File: src/hw/rtl/srarq_pkg.sv
// shared constants for the selective-repeat receiver
// item operation codes, mode codes, register indexes, default sizes and register defaults
`timescale 1ns / 1ps

package srarq_pkg;

	localparam int DEF_WINDOW      = 8;
	localparam int DEF_MAX_PAYLOAD = 32;

	localparam logic [1:0] OP_HEADER = 2'd0;
	localparam logic [1:0] OP_BYTE   = 2'd1;
	localparam logic [1:0] OP_SERVE  = 2'd2;
	localparam logic [1:0] OP_TICK   = 2'd3;

	localparam logic [1:0] MODE_RECEIVING   = 2'd0;
	localparam logic [1:0] MODE_COMPLETED   = 2'd1;
	localparam logic [1:0] MODE_UNCOMPLETED = 2'd2;

	localparam logic [2:0] REG_LOCAL_ADDR = 3'd0;
	localparam logic [2:0] REG_PEER_ADDR  = 3'd1;
	localparam logic [2:0] REG_TICKS      = 3'd2;
	localparam logic [2:0] REG_ACK_CODE   = 3'd3;
	localparam logic [2:0] REG_ARQ_CODE   = 3'd4;

	localparam logic [15:0] DEF_TICKS    = 16'd100;
	localparam logic [7:0]  DEF_ACK_CODE = 8'd1;
	localparam logic [7:0]  DEF_ARQ_CODE = 8'd2;

	typedef logic [23:0] timer_t;

endpackage

File: src/hw/rtl/srarq_ram.sv
// generic simple dual-port ram, one write and one registered read port
// depends on nothing
`timescale 1ns / 1ps

module srarq_ram #(
	parameter int WIDTH = 8,
	parameter int DEPTH = 256
) (
	input  logic                     clk,
	input  logic                     we,
	input  logic [$clog2(DEPTH)-1:0] waddr,
	input  logic [WIDTH-1:0]         wdata,
	input  logic [$clog2(DEPTH)-1:0] raddr,
	output logic [WIDTH-1:0]         rdata
);

	logic [WIDTH-1:0] mem [DEPTH];

	always_ff @(posedge clk) begin
		if (we) begin
			mem[waddr] <= wdata;
		end
		rdata <= mem[raddr];
	end

endmodule

File: src/hw/rtl/selective_repeat_arq_receiver.sv
// selective-repeat receiver: window slots, delivery, ack and arq emission
// depends on srarq_pkg and srarq_ram
`timescale 1ns / 1ps

// Usage
// Items enter on start while busy is low: operation selects header, payload
// byte, service step or timer tick, and the other inputs carry the fields.
// Header, payload byte and tick items emit nothing; busy stays low so one
// can follow every cycle.
// A service step with results raises busy until they are out. Each result
// shows on the result ports for one cycle with strobe high; the receiver
// cannot stall; results leave at one per cycle but for arq scan gaps.
// Receiving mode: the slot is looked up, then the message is read from the
// payload ram through its registered read port, one byte a cycle.
// Completed mode: ack of three bytes.
// Uncompleted mode: arq code then a scan of the WINDOW slots, giving the
// high and then the low byte of each missing slot's sequence number; a
// filled slot is skipped with no result.
// Slots rotate over a base pointer so a window slide moves no payload data.
// Reset clears control state; the payload ram is not cleared and needs no
// clearing pass. Configuration writes are always ready.

module selective_repeat_arq_receiver #(
	parameter int WINDOW      = srarq_pkg::DEF_WINDOW,
	parameter int MAX_PAYLOAD = srarq_pkg::DEF_MAX_PAYLOAD
) (
	input  logic        clk,
	input  logic        arst_n,
	input  logic        start,
	output logic        busy,
	input  logic [1:0]  operation,
	input  logic [15:0] seq_num,
	input  logic        is_range,
	input  logic [5:0]  pay_len,
	input  logic [7:0]  in_byte,
	output logic        strobe,
	output logic        kind,
	output logic [15:0] ctrl_seq,
	output logic [7:0]  dest_addr,
	output logic [7:0]  src_addr,
	output logic [7:0]  out_byte,
	output logic        last,
	input  logic        cfg_valid,
	output logic        cfg_ready,
	input  logic [2:0]  cfg_index,
	input  logic [15:0] cfg_data
);

	import srarq_pkg::*;

	localparam int SW    = (WINDOW > 1) ? $clog2(WINDOW) : 1;
	localparam int CW    = $clog2(MAX_PAYLOAD + 1);
	localparam int DEPTH = WINDOW * MAX_PAYLOAD;
	localparam int AW    = $clog2(DEPTH);

	localparam logic [2:0] ST_IDLE = 3'd0;
	localparam logic [2:0] ST_DLV  = 3'd1;
	localparam logic [2:0] ST_ACK  = 3'd2;
	localparam logic [2:0] ST_ARQH = 3'd3;
	localparam logic [2:0] ST_SCAN = 3'd4;

	// configuration
	logic [7:0]  local_q, peer_q, ackc_q, arqc_q;
	logic [15:0] ticks_q;

	// window state
	logic [1:0]    mode_q;
	logic [15:0]   ws_q, ne_q, ntd_q, own_q;
	logic [WINDOW-1:0] filled_q;
	logic [CW-1:0] len_q [WINDOW];
	logic [SW-1:0] base_q;
	logic [SW-1:0] fslot_q;
	logic [CW-1:0] fcnt_q;
	logic          factive_q;
	timer_t        timer_q;

	// sequencer
	logic [2:0]    state_q;
	logic [CW-1:0] dcnt_q, dlen_q;
	logic [SW-1:0] dphys_q;
	logic          dlv_s1, dlast_s1;
	logic [1:0]    ack_k_q;
	logic [SW-1:0] scan_q;
	logic          ph_q;
	logic [WINDOW-1:0] miss_q;
	logic [15:0]   snap_q, cseq_q;
	logic          ctl_q, clast_q;
	logic [7:0]    cbyte_q;

	logic          accept;
	logic          ram_we;
	logic [AW-1:0] ram_waddr, ram_raddr;
	logic [7:0]    ram_rdata;

	function automatic logic [SW-1:0] phys(input logic [SW-1:0] b, input logic [SW-1:0] l);
		logic [SW:0] s;
		s = {1'b0, b} + {1'b0, l};
		if (s >= (SW+1)'(WINDOW)) begin
			s = s - (SW+1)'(WINDOW);
		end
		return s[SW-1:0];
	endfunction

	function automatic logic [AW-1:0] addr(input logic [SW-1:0] p, input logic [CW-1:0] c);
		return AW'(int'(p) * MAX_PAYLOAD + int'(c));
	endfunction

	function automatic timer_t arm(input logic [15:0] t, input logic [SW:0] slots);
		return timer_t'({8'd0, t} * 24'(slots));
	endfunction

	assign accept    = start && !busy;
	assign busy      = (state_q != ST_IDLE) || dlv_s1;
	assign cfg_ready = 1'b1;

	// header decode
	logic [15:0]   hidx16;
	logic          hin_win;
	logic [SW-1:0] hidx, hphys;
	logic [CW-1:0] hlen;

	assign hidx16  = seq_num - ws_q;
	assign hin_win = hidx16 < 16'(WINDOW);
	assign hidx    = hidx16[SW-1:0];
	assign hphys   = phys(base_q, hidx);
	assign hlen    = (int'(pay_len) > MAX_PAYLOAD) ? CW'(MAX_PAYLOAD) : CW'(pay_len);

	// byte fill and delivery lookup share one length read
	logic [SW-1:0] fphys, didx, dphys, rd_phys;
	logic [15:0]   didx16;
	logic          dvalid;
	logic [CW-1:0] rlen, fcnt_inc;

	assign fphys    = phys(base_q, fslot_q);
	assign didx16   = ntd_q - ws_q;
	assign didx     = didx16[SW-1:0];
	assign dphys    = phys(base_q, didx);
	assign dvalid   = (didx16 < 16'(WINDOW)) && filled_q[dphys];
	assign rd_phys  = (operation == OP_BYTE) ? fphys : dphys;
	assign rlen     = len_q[rd_phys];
	assign fcnt_inc = fcnt_q + 1'b1;

	// commit of a finished message
	logic          commit;
	logic [SW-1:0] cidx;

	always_comb begin
		commit = 1'b0;
		cidx   = hidx;
		if (accept && operation == OP_HEADER && is_range && hin_win &&
			!filled_q[hphys] && hlen == '0) begin
			commit = 1'b1;
		end
		if (accept && operation == OP_BYTE && factive_q && fcnt_inc == rlen) begin
			commit = 1'b1;
			cidx   = fslot_q;
		end
	end

	// receiving-mode decision after a delivery
	logic [15:0] ntd_next;
	logic        all_filled;

	assign ntd_next   = dvalid ? ntd_q + 16'd1 : ntd_q;
	assign all_filled = &filled_q;

	// uncompleted slide
	logic [15:0]       done16;
	logic [SW:0]       done;
	logic [SW:0]       base_sum;
	logic [WINDOW-1:0] clr_mask, miss_now;
	logic [SW:0]       lpos;

	assign done16   = ntd_q - ws_q;
	assign done     = (done16 > 16'(WINDOW)) ? (SW+1)'(WINDOW) : done16[SW:0];
	assign base_sum = {1'b0, base_q} + done;

	always_comb begin
		for (int p = 0; p < WINDOW; p++) begin
			lpos = ((SW+1)'(p) >= {1'b0, base_q}) ?
				(SW+1)'(p) - {1'b0, base_q} :
				(SW+1)'(p) + (SW+1)'(WINDOW) - {1'b0, base_q};
			clr_mask[p] = lpos < done;
			miss_now[p] = !filled_q[phys(base_q, SW'(p))];
		end
	end

	logic [WINDOW-1:0] miss_above;
	assign miss_above = miss_q >> scan_q;

	logic [15:0] scan_seq;
	assign scan_seq = snap_q + 16'(scan_q);

	assign ram_we    = accept && operation == OP_BYTE && factive_q;
	assign ram_waddr = addr(fphys, fcnt_q);
	assign ram_raddr = addr(dphys_q, dcnt_q);

	srarq_ram #(
		.WIDTH(8),
		.DEPTH(DEPTH)
	) u_store (
		.clk  (clk),
		.we   (ram_we),
		.waddr(ram_waddr),
		.wdata(in_byte),
		.raddr(ram_raddr),
		.rdata(ram_rdata)
	);

	always_ff @(posedge clk) begin
		if (accept && operation == OP_HEADER && is_range && hin_win && !filled_q[hphys]) begin
			len_q[hphys] <= hlen;
		end
	end

	always_ff @(posedge clk or negedge arst_n) begin
		if (!arst_n) begin
			local_q   <= '0;
			peer_q    <= '0;
			ticks_q   <= DEF_TICKS;
			ackc_q    <= DEF_ACK_CODE;
			arqc_q    <= DEF_ARQ_CODE;
			mode_q    <= MODE_RECEIVING;
			ws_q      <= '0;
			ne_q      <= '0;
			ntd_q     <= '0;
			own_q     <= '0;
			filled_q  <= '0;
			base_q    <= '0;
			fslot_q   <= '0;
			fcnt_q    <= '0;
			factive_q <= 1'b0;
			timer_q   <= '0;
			state_q   <= ST_IDLE;
			dcnt_q    <= '0;
			dlen_q    <= '0;
			dphys_q   <= '0;
			dlv_s1    <= 1'b0;
			dlast_s1  <= 1'b0;
			ack_k_q   <= '0;
			scan_q    <= '0;
			ph_q      <= 1'b0;
			miss_q    <= '0;
			snap_q    <= '0;
			cseq_q    <= '0;
			ctl_q     <= 1'b0;
			clast_q   <= 1'b0;
			cbyte_q   <= '0;
		end else begin
			dlv_s1 <= 1'b0;
			ctl_q  <= 1'b0;

			if (cfg_valid && cfg_ready) begin
				case (cfg_index)
					REG_LOCAL_ADDR: local_q <= cfg_data[7:0];
					REG_PEER_ADDR:  peer_q  <= cfg_data[7:0];
					REG_TICKS:      ticks_q <= cfg_data;
					REG_ACK_CODE:   ackc_q  <= cfg_data[7:0];
					REG_ARQ_CODE:   arqc_q  <= cfg_data[7:0];
					default: ;
				endcase
			end

			if (commit) begin
				filled_q[phys(base_q, cidx)] <= 1'b1;
				ne_q    <= ws_q + 16'(cidx) + 16'd1;
				timer_q <= arm(ticks_q, (SW+1)'(WINDOW - 1) - {1'b0, cidx});
			end

			if (accept) begin
				case (operation)
					OP_HEADER: begin
						factive_q <= 1'b0;
						if (is_range && hin_win && !filled_q[hphys]) begin
							fslot_q <= hidx;
							fcnt_q  <= '0;
							if (hlen != '0) begin
								factive_q <= 1'b1;
							end
						end
					end
					OP_BYTE: begin
						if (factive_q) begin
							fcnt_q <= fcnt_inc;
							if (fcnt_inc == rlen) begin
								factive_q <= 1'b0;
							end
						end
					end
					OP_TICK: begin
						if (timer_q != '0) begin
							timer_q <= timer_q - 1'b1;
						end
					end
					default: begin
						if (mode_q == MODE_COMPLETED) begin
							cseq_q    <= own_q;
							own_q     <= own_q + 16'd1;
							ws_q      <= ws_q + 16'(WINDOW);
							ne_q      <= ws_q + 16'(WINDOW);
							ntd_q     <= ws_q + 16'(WINDOW);
							filled_q  <= '0;
							factive_q <= 1'b0;
							timer_q   <= arm(ticks_q, (SW+1)'(WINDOW));
							mode_q    <= MODE_RECEIVING;
							ack_k_q   <= '0;
							state_q   <= ST_ACK;
						end else if (mode_q == MODE_UNCOMPLETED) begin
							cseq_q  <= own_q;
							own_q   <= own_q + 16'd1;
							miss_q  <= miss_now;
							snap_q  <= ws_q;
							if (done != '0) begin
								filled_q <= filled_q & ~clr_mask;
								base_q   <= (base_sum >= (SW+1)'(WINDOW)) ?
									SW'(base_sum - (SW+1)'(WINDOW)) : SW'(base_sum);
								if (factive_q) begin
									if ({1'b0, fslot_q} >= done) begin
										fslot_q <= SW'({1'b0, fslot_q} - done);
									end else begin
										factive_q <= 1'b0;
									end
								end
							end
							ws_q    <= ntd_q;
							ne_q    <= ntd_q;
							timer_q <= arm(ticks_q, (SW+1)'(WINDOW));
							mode_q  <= MODE_RECEIVING;
							state_q <= ST_ARQH;
						end else begin
							ntd_q <= ntd_next;
							if (dvalid && rlen != '0) begin
								dcnt_q  <= '0;
								dlen_q  <= rlen;
								dphys_q <= dphys;
								state_q <= ST_DLV;
							end
							if (all_filled) begin
								if (16'(ntd_next - ws_q) >= 16'(WINDOW)) begin
									mode_q <= MODE_COMPLETED;
								end
							end else if (ne_q == ws_q + 16'(WINDOW) || timer_q == '0) begin
								mode_q <= MODE_UNCOMPLETED;
							end
						end
					end
				endcase
			end

			case (state_q)
				ST_DLV: begin
					dlv_s1   <= 1'b1;
					dlast_s1 <= (dcnt_q == dlen_q - 1'b1);
					if (dcnt_q == dlen_q - 1'b1) begin
						state_q <= ST_IDLE;
					end else begin
						dcnt_q <= dcnt_q + 1'b1;
					end
				end
				ST_ACK: begin
					ctl_q   <= 1'b1;
					clast_q <= (ack_k_q == 2'd2);
					case (ack_k_q)
						2'd0:    cbyte_q <= ackc_q;
						2'd1:    cbyte_q <= ne_q[15:8];
						default: cbyte_q <= ne_q[7:0];
					endcase
					ack_k_q <= ack_k_q + 2'd1;
					if (ack_k_q == 2'd2) begin
						state_q <= ST_IDLE;
					end
				end
				ST_ARQH: begin
					ctl_q   <= 1'b1;
					cbyte_q <= arqc_q;
					clast_q <= (miss_q == '0);
					scan_q  <= '0;
					ph_q    <= 1'b0;
					state_q <= ST_SCAN;
				end
				ST_SCAN: begin
					if (miss_q[scan_q] && !ph_q) begin
						ctl_q   <= 1'b1;
						cbyte_q <= scan_seq[15:8];
						clast_q <= 1'b0;
						ph_q    <= 1'b1;
					end else begin
						// low byte of a missing slot, or a filled slot skipped
						if (miss_q[scan_q]) begin
							ctl_q   <= 1'b1;
							cbyte_q <= scan_seq[7:0];
							clast_q <= (miss_above[WINDOW-1:1] == '0);
						end
						ph_q <= 1'b0;
						if (scan_q == SW'(WINDOW - 1)) begin
							state_q <= ST_IDLE;
						end else begin
							scan_q <= scan_q + 1'b1;
						end
					end
				end
				default: ;
			endcase
		end
	end

	assign strobe    = dlv_s1 || ctl_q;
	assign kind      = ctl_q;
	assign out_byte  = dlv_s1 ? ram_rdata : cbyte_q;
	assign last      = dlv_s1 ? dlast_s1 : clast_q;
	assign ctrl_seq  = ctl_q ? cseq_q : 16'd0;
	assign dest_addr = ctl_q ? peer_q : 8'd0;
	assign src_addr  = ctl_q ? local_q : 8'd0;

endmodule
File: config.mk
export PLATFORM = sky130hd
export DESIGN_NAME = selective_repeat_arq_receiver
export DESIGN_NICKNAME = d
export VERILOG_FILES = /design/src/hw/rtl/srarq_pkg.sv /design/src/hw/rtl/srarq_ram.sv /design/src/hw/rtl/selective_repeat_arq_receiver.sv
export SDC_FILE = /design/constraint.sdc
export NUM_CORES = 2
export LEC_CHECK = 0
export BUFFER_PORTS_ARGS = -buffer_cell sky130_fd_sc_hd__buf_2
export CELL_PAD_IN_SITES_DETAIL_PLACEMENT = 1
export CELL_PAD_IN_SITES_GLOBAL_PLACEMENT = 2
export CORE_ASPECT_RATIO = 0.5
export CORE_MARGIN = 1
export CORE_UTILIZATION = 45
export CTS_CLUSTER_SIZE = 28
export DETAILED_ROUTE_END_ITERATION = 6
export PLACE_DENSITY_LB_ADDON = 0.1
export SLEW_MARGIN = 20
export SYNTH_ARGS = -nofsm -noshare
export SYNTH_HDL_FRONTEND = slang
export SYNTH_SLANG_ARGS = --single-unit
export TNS_END_PERCENT = 50
File: constraint.sdc
create_clock -name clk -period 8 [get_ports clk]
set_input_delay 1.6 -clock clk [delete_from_list [all_inputs] [get_ports clk]]
set_output_delay 1.6 -clock clk [all_outputs]
set_load 0.05 [all_outputs]
==> out/results.ini <==
[run_status]
status=finished, final reports clean

[timing]
period_minus_slack_ns=7.606
finalClockSkew_ns=0.08701
finalHoldViolations=0
final.period_utilization=0.9507
timing.max_slew.rel_slack=0.2324
worst-slew-pin-transition_ns=1.151
grt_setup_unrepaired=false
maxSlewViolCount=0
fmax_ghz=0.1315
report.final.setup_viol=0

[cells_and_area]
final_cell_mix=edfxtp_1 (2096), mux4_2 (701), nor2_1 (394), nand2_1 (255), dfrtp_1 (225)
area_growth_pct=11.09
final.fill_count=19980
drive_above_1_share=0.2408
post_layout_nonfiller_instances=8743
area_occupied_by_multi_input_gates_mm2=0.02969
mostFrequentLayoutCell=edfxtp_1
post-route-util=0.5071
nets=5851
storage_element_area_mm2=0.06900

[placed_design]
post-place-cells=8354
placement.io_buffers=99
finalWeightedCongestion=0.8430
place_hpwl_mm=169.0

[logic_synthesis]
synthFlopType=edfxtp_1
netlist_top_cells_area=edfxtp_1 (63%), mux4_2 (16%), dfrtp_1 (5.8%)
synthesis.area_per_instance_um2=18.29
proportion_of_synthesized_area_in_mux_cells=0.1794
seq_area_frac_synth=0.6894
synth_nets=5702
synth_top_family_by_area=multiplexers
synthesis.instances=5471
ys_seq_elements=2339
synthAdderAreaFrac=0.02383
yosys.area_share.xor_xnor=0.01409
synthSimpleGateAreaFrac=0.04881
yosysUniqueCellTypes=90
synth_compound_area_frac=0.02832
yosys.area.top_type_share=0.6289
synthesis.yosys.warnings=0
number_of_enable_flip_flop_cells_after_synthesis=2096
async_reset_ff_frac=0.1005
syn-cell-area_mm2=0.1001
netlist.top_cell.by_area=edfxtp_1

[worst_setup_path]
timing.critical_path.slowest_cell_delay_ns=0.59
timing.critical_path.to_type=register
critPathMaxFanout=5
critical_path_arrival_ns=8.31
crit_required_ns=8.70
number_of_cells_on_the_worst_reg_to_reg_path=30
criticalPathCategory=reg2reg
worstSetupStartpointType=register
r2r-start=ws_q[0]
timing.critical_path.slowest_stage_cell=mux4_2
timing.reg2reg.setup_slack_ns=0.39
rr_endpoint=timer_q[16]
cell_with_the_most_instances_on_the_worst_path=ha_1

[cts]
cts-htree-levels=4
worstSkewPairLatency_ns=0.89
postCtsHoldBufs=0
cts.clk_slew.worst_paths_ns=0.07
cts.sinks=2339
cts_inserted_buffers=212
cts_max_path_buffers=4
cts_tree=yes
clock_tree.root_cell=clkbuf_16

[detailed_routing]
via_count=53010
detail_route.wirelength_mm=272.6
detail-route-antenna-nets=0
detail_routed_via_count_per_cell=6.063
drc=0
drt-initial-drc-count=5148
drt-wirelength-per-cell_um=31.18
drt_pass1_iterations=5

[die]
coreArea_mm2=0.2192
fp.dieH_um=335.5
floorplan.initialDensity=0.4565
floorplan.die.width_um=668.9
num_io_pins=101
fp.dieArea_mm2=0.2244
num_rows=121

[min_path]
worst_hold_path_type=reg2reg
cell_depth_of_the_worst_min_delay_path=2
min_delay_worst_endpoint=cseq_q[8]
worst_hold_startpoint=cseq_q[8]

[global_route]
antenna_found_initial=14
gr-total-overflow=0
grt_pass1_vias=54670
grt_first_pass_wirelength_mm=396.9
grt_usage=0.2446
largest_net_degree_at_the_start_of_global_routing=161

[power]
power_frac_seq=0.412
clkPwrFrac=0.292
p_leak_nw=36.35
cellInternalPower_w=0.02353
switching_share=0.3119
combinational_power_share=0.295
p_switching_w=0.01067
power.ir.vdd_worst_v=0.0002879
power_per_cell_area_mw_per_mm2=307.6

[run]
maxCapViolations=0

-- per-stage QoR --
stage | total power, W | TNS, ns | worst slack [ns] | hold WS [ns] | area, um^2
finish | 0.03420 | 0 | 0.3940 | 0.4702 | 111200
floorplan | 0.02096 | 0 | 0.3789 | 0.4381 | 100100
global route | 0.03549 | 0 | 0.02028 | 0.5030 | 111200
global placement | 0.02440 | 0 | 0.00007105 | 0.4575 | 104500
detailed placement | 0.02453 | -0.08458 | -0.04538 | 0.4643 | 104500
CTS | 0.03449 | 0 | 0.1690 | 0.4801 | 111100
-- worst max-delay path, delay by kind of cell, from the launching register on --
| family | cells | cell delay (ns) |
|---|---|---|
| compound gates | 8 | 1.73 |
| buf+inv | 3 | 0.41 |
| simple gates | 5 | 0.79 |
| fa+ha+maj | 7 | 2.34 |
| flops | 1 | 0.38 |
| xor+xnor | 3 | 0.59 |
| mux | 4 | 1.25 |
-- area by class of cell --
type                       instances  area share
sequential                      2339      0.6207
multi-input combinational       2714      0.2671
clock buffer                     255     0.05030
tap                             2952     0.03322
timing repair buffer             218     0.01513
clock inverter                   125    0.008925
inverter                         135    0.004558
antenna                            5   0.0001125
-- flip-flops by register name, indices dropped and copies added (netlist names), 8 cells and up --
name	count
timer_q	24
ne_q	16
filled_q	8
miss_q	8
cbyte_q	8
cseq_q	16
own_q	16
u_store.mem	2048
arqc_q	8
local_q	8
peer_q	8
u_store.rdata	8
ackc_q	8
ticks_q	16
len_q	48
snap_q	16
ntd_q	16
ws_q	16
-- Yosys cell counts (7+ instances only) --
library cell  number
or4_1              7
a21o_1            13
nor2b_1           39
a22oi_1           13
mux2_2           108
a21boi_0           7
nor3_1            46
o21a_1            17
nand2_1          256
o311ai_0           8
o21ai_0           92
xnor2_1          102
a31oi_1           15
buf_2             10
o41ai_1           10
nor4_1            32
ha_1             149
edfxtp_1        2096
nand3_1           56
a211oi_1          11
o31ai_1           10
nand4_1           26
or2_2              9
xor2_1            59
inv_1            135
and2_1            80
a21oi_1          127
mux2i_1           90
a22o_1             7
nand4b_1           8
and3_1            23
a221oi_1          11
mux4_2           701
fa_1              26
nand2b_1          14
clkbuf_1         218
dfrtp_1          230
nor2_1           397
dfxtp_1            8
o211ai_1          15
or3_1             15
buf_1             49
o221ai_1           9
-- how the worst max path moves through the flow --
| stage | startpoint | end | slack (ns) | cells after the start |
|---|---|---|---|---|
| CTS | ntd_q[0] | timer_q[18] | 0.17 | 32 |
| global placement | operation[1] | timer_q[18] | 0.00007 | 27 |
| detailed placement | operation[1] | timer_q[18] | -0.05 | 27 |
| global route | ws_q[0] | timer_q[16] | 0.02 | 30 |
| floorplan | operation[1] | timer_q[16] | 0.38 | 24 |
| finish | ws_q[0] | timer_q[16] | 0.39 | 30 |
-- layer usage --
| layer | up-vias | part of all wire | global-route usage |
|---|---|---|---|
| met5 | - | 0.000073 | 0 |
| met4 | 2 | 0.020 | 0.04803 |
| met3 | 323 | 0.064 | 0.03781 |
| met2 | 1679 | 0.47 | 0.3896 |
| met1 | 28770 | 0.44 | 0.3617 |
| li1 | 22230 | - | - |
-- power groups by stage --
stage | clock [W] | combinational, W | sequential [W]
final | 0.00999 | 0.0101 | 0.0141
after global routing | 0.0106 | 0.0108 | 0.0142
after CTS | 0.0102 | 0.0102 | 0.0141
after detailed placement | 0 | 0.0102 | 0.0144
after global placement | 0 | 0.0100 | 0.0144
after floorplan | 0 | 0.00694 | 0.0140
-- cells by family after synthesis --
| family | after synthesis |
|---|---|
| AOI/OAI and AO/OA | 435 |
| xor gates and xnor gates | 161 |
| buffers and inverters | 418 |
| DFF | 2339 |
| and+or+nand+nor | 1039 |
| other | 2 |
| adders and majority gates | 175 |
| muxes | 902 |
-- repair_timing --
action                     CTS  global route
setup buffers                0             4
setup endpoints to repair    0             5
gates resized for setup      0            10
No activity file was read; power rests on OpenSTA's default activity.
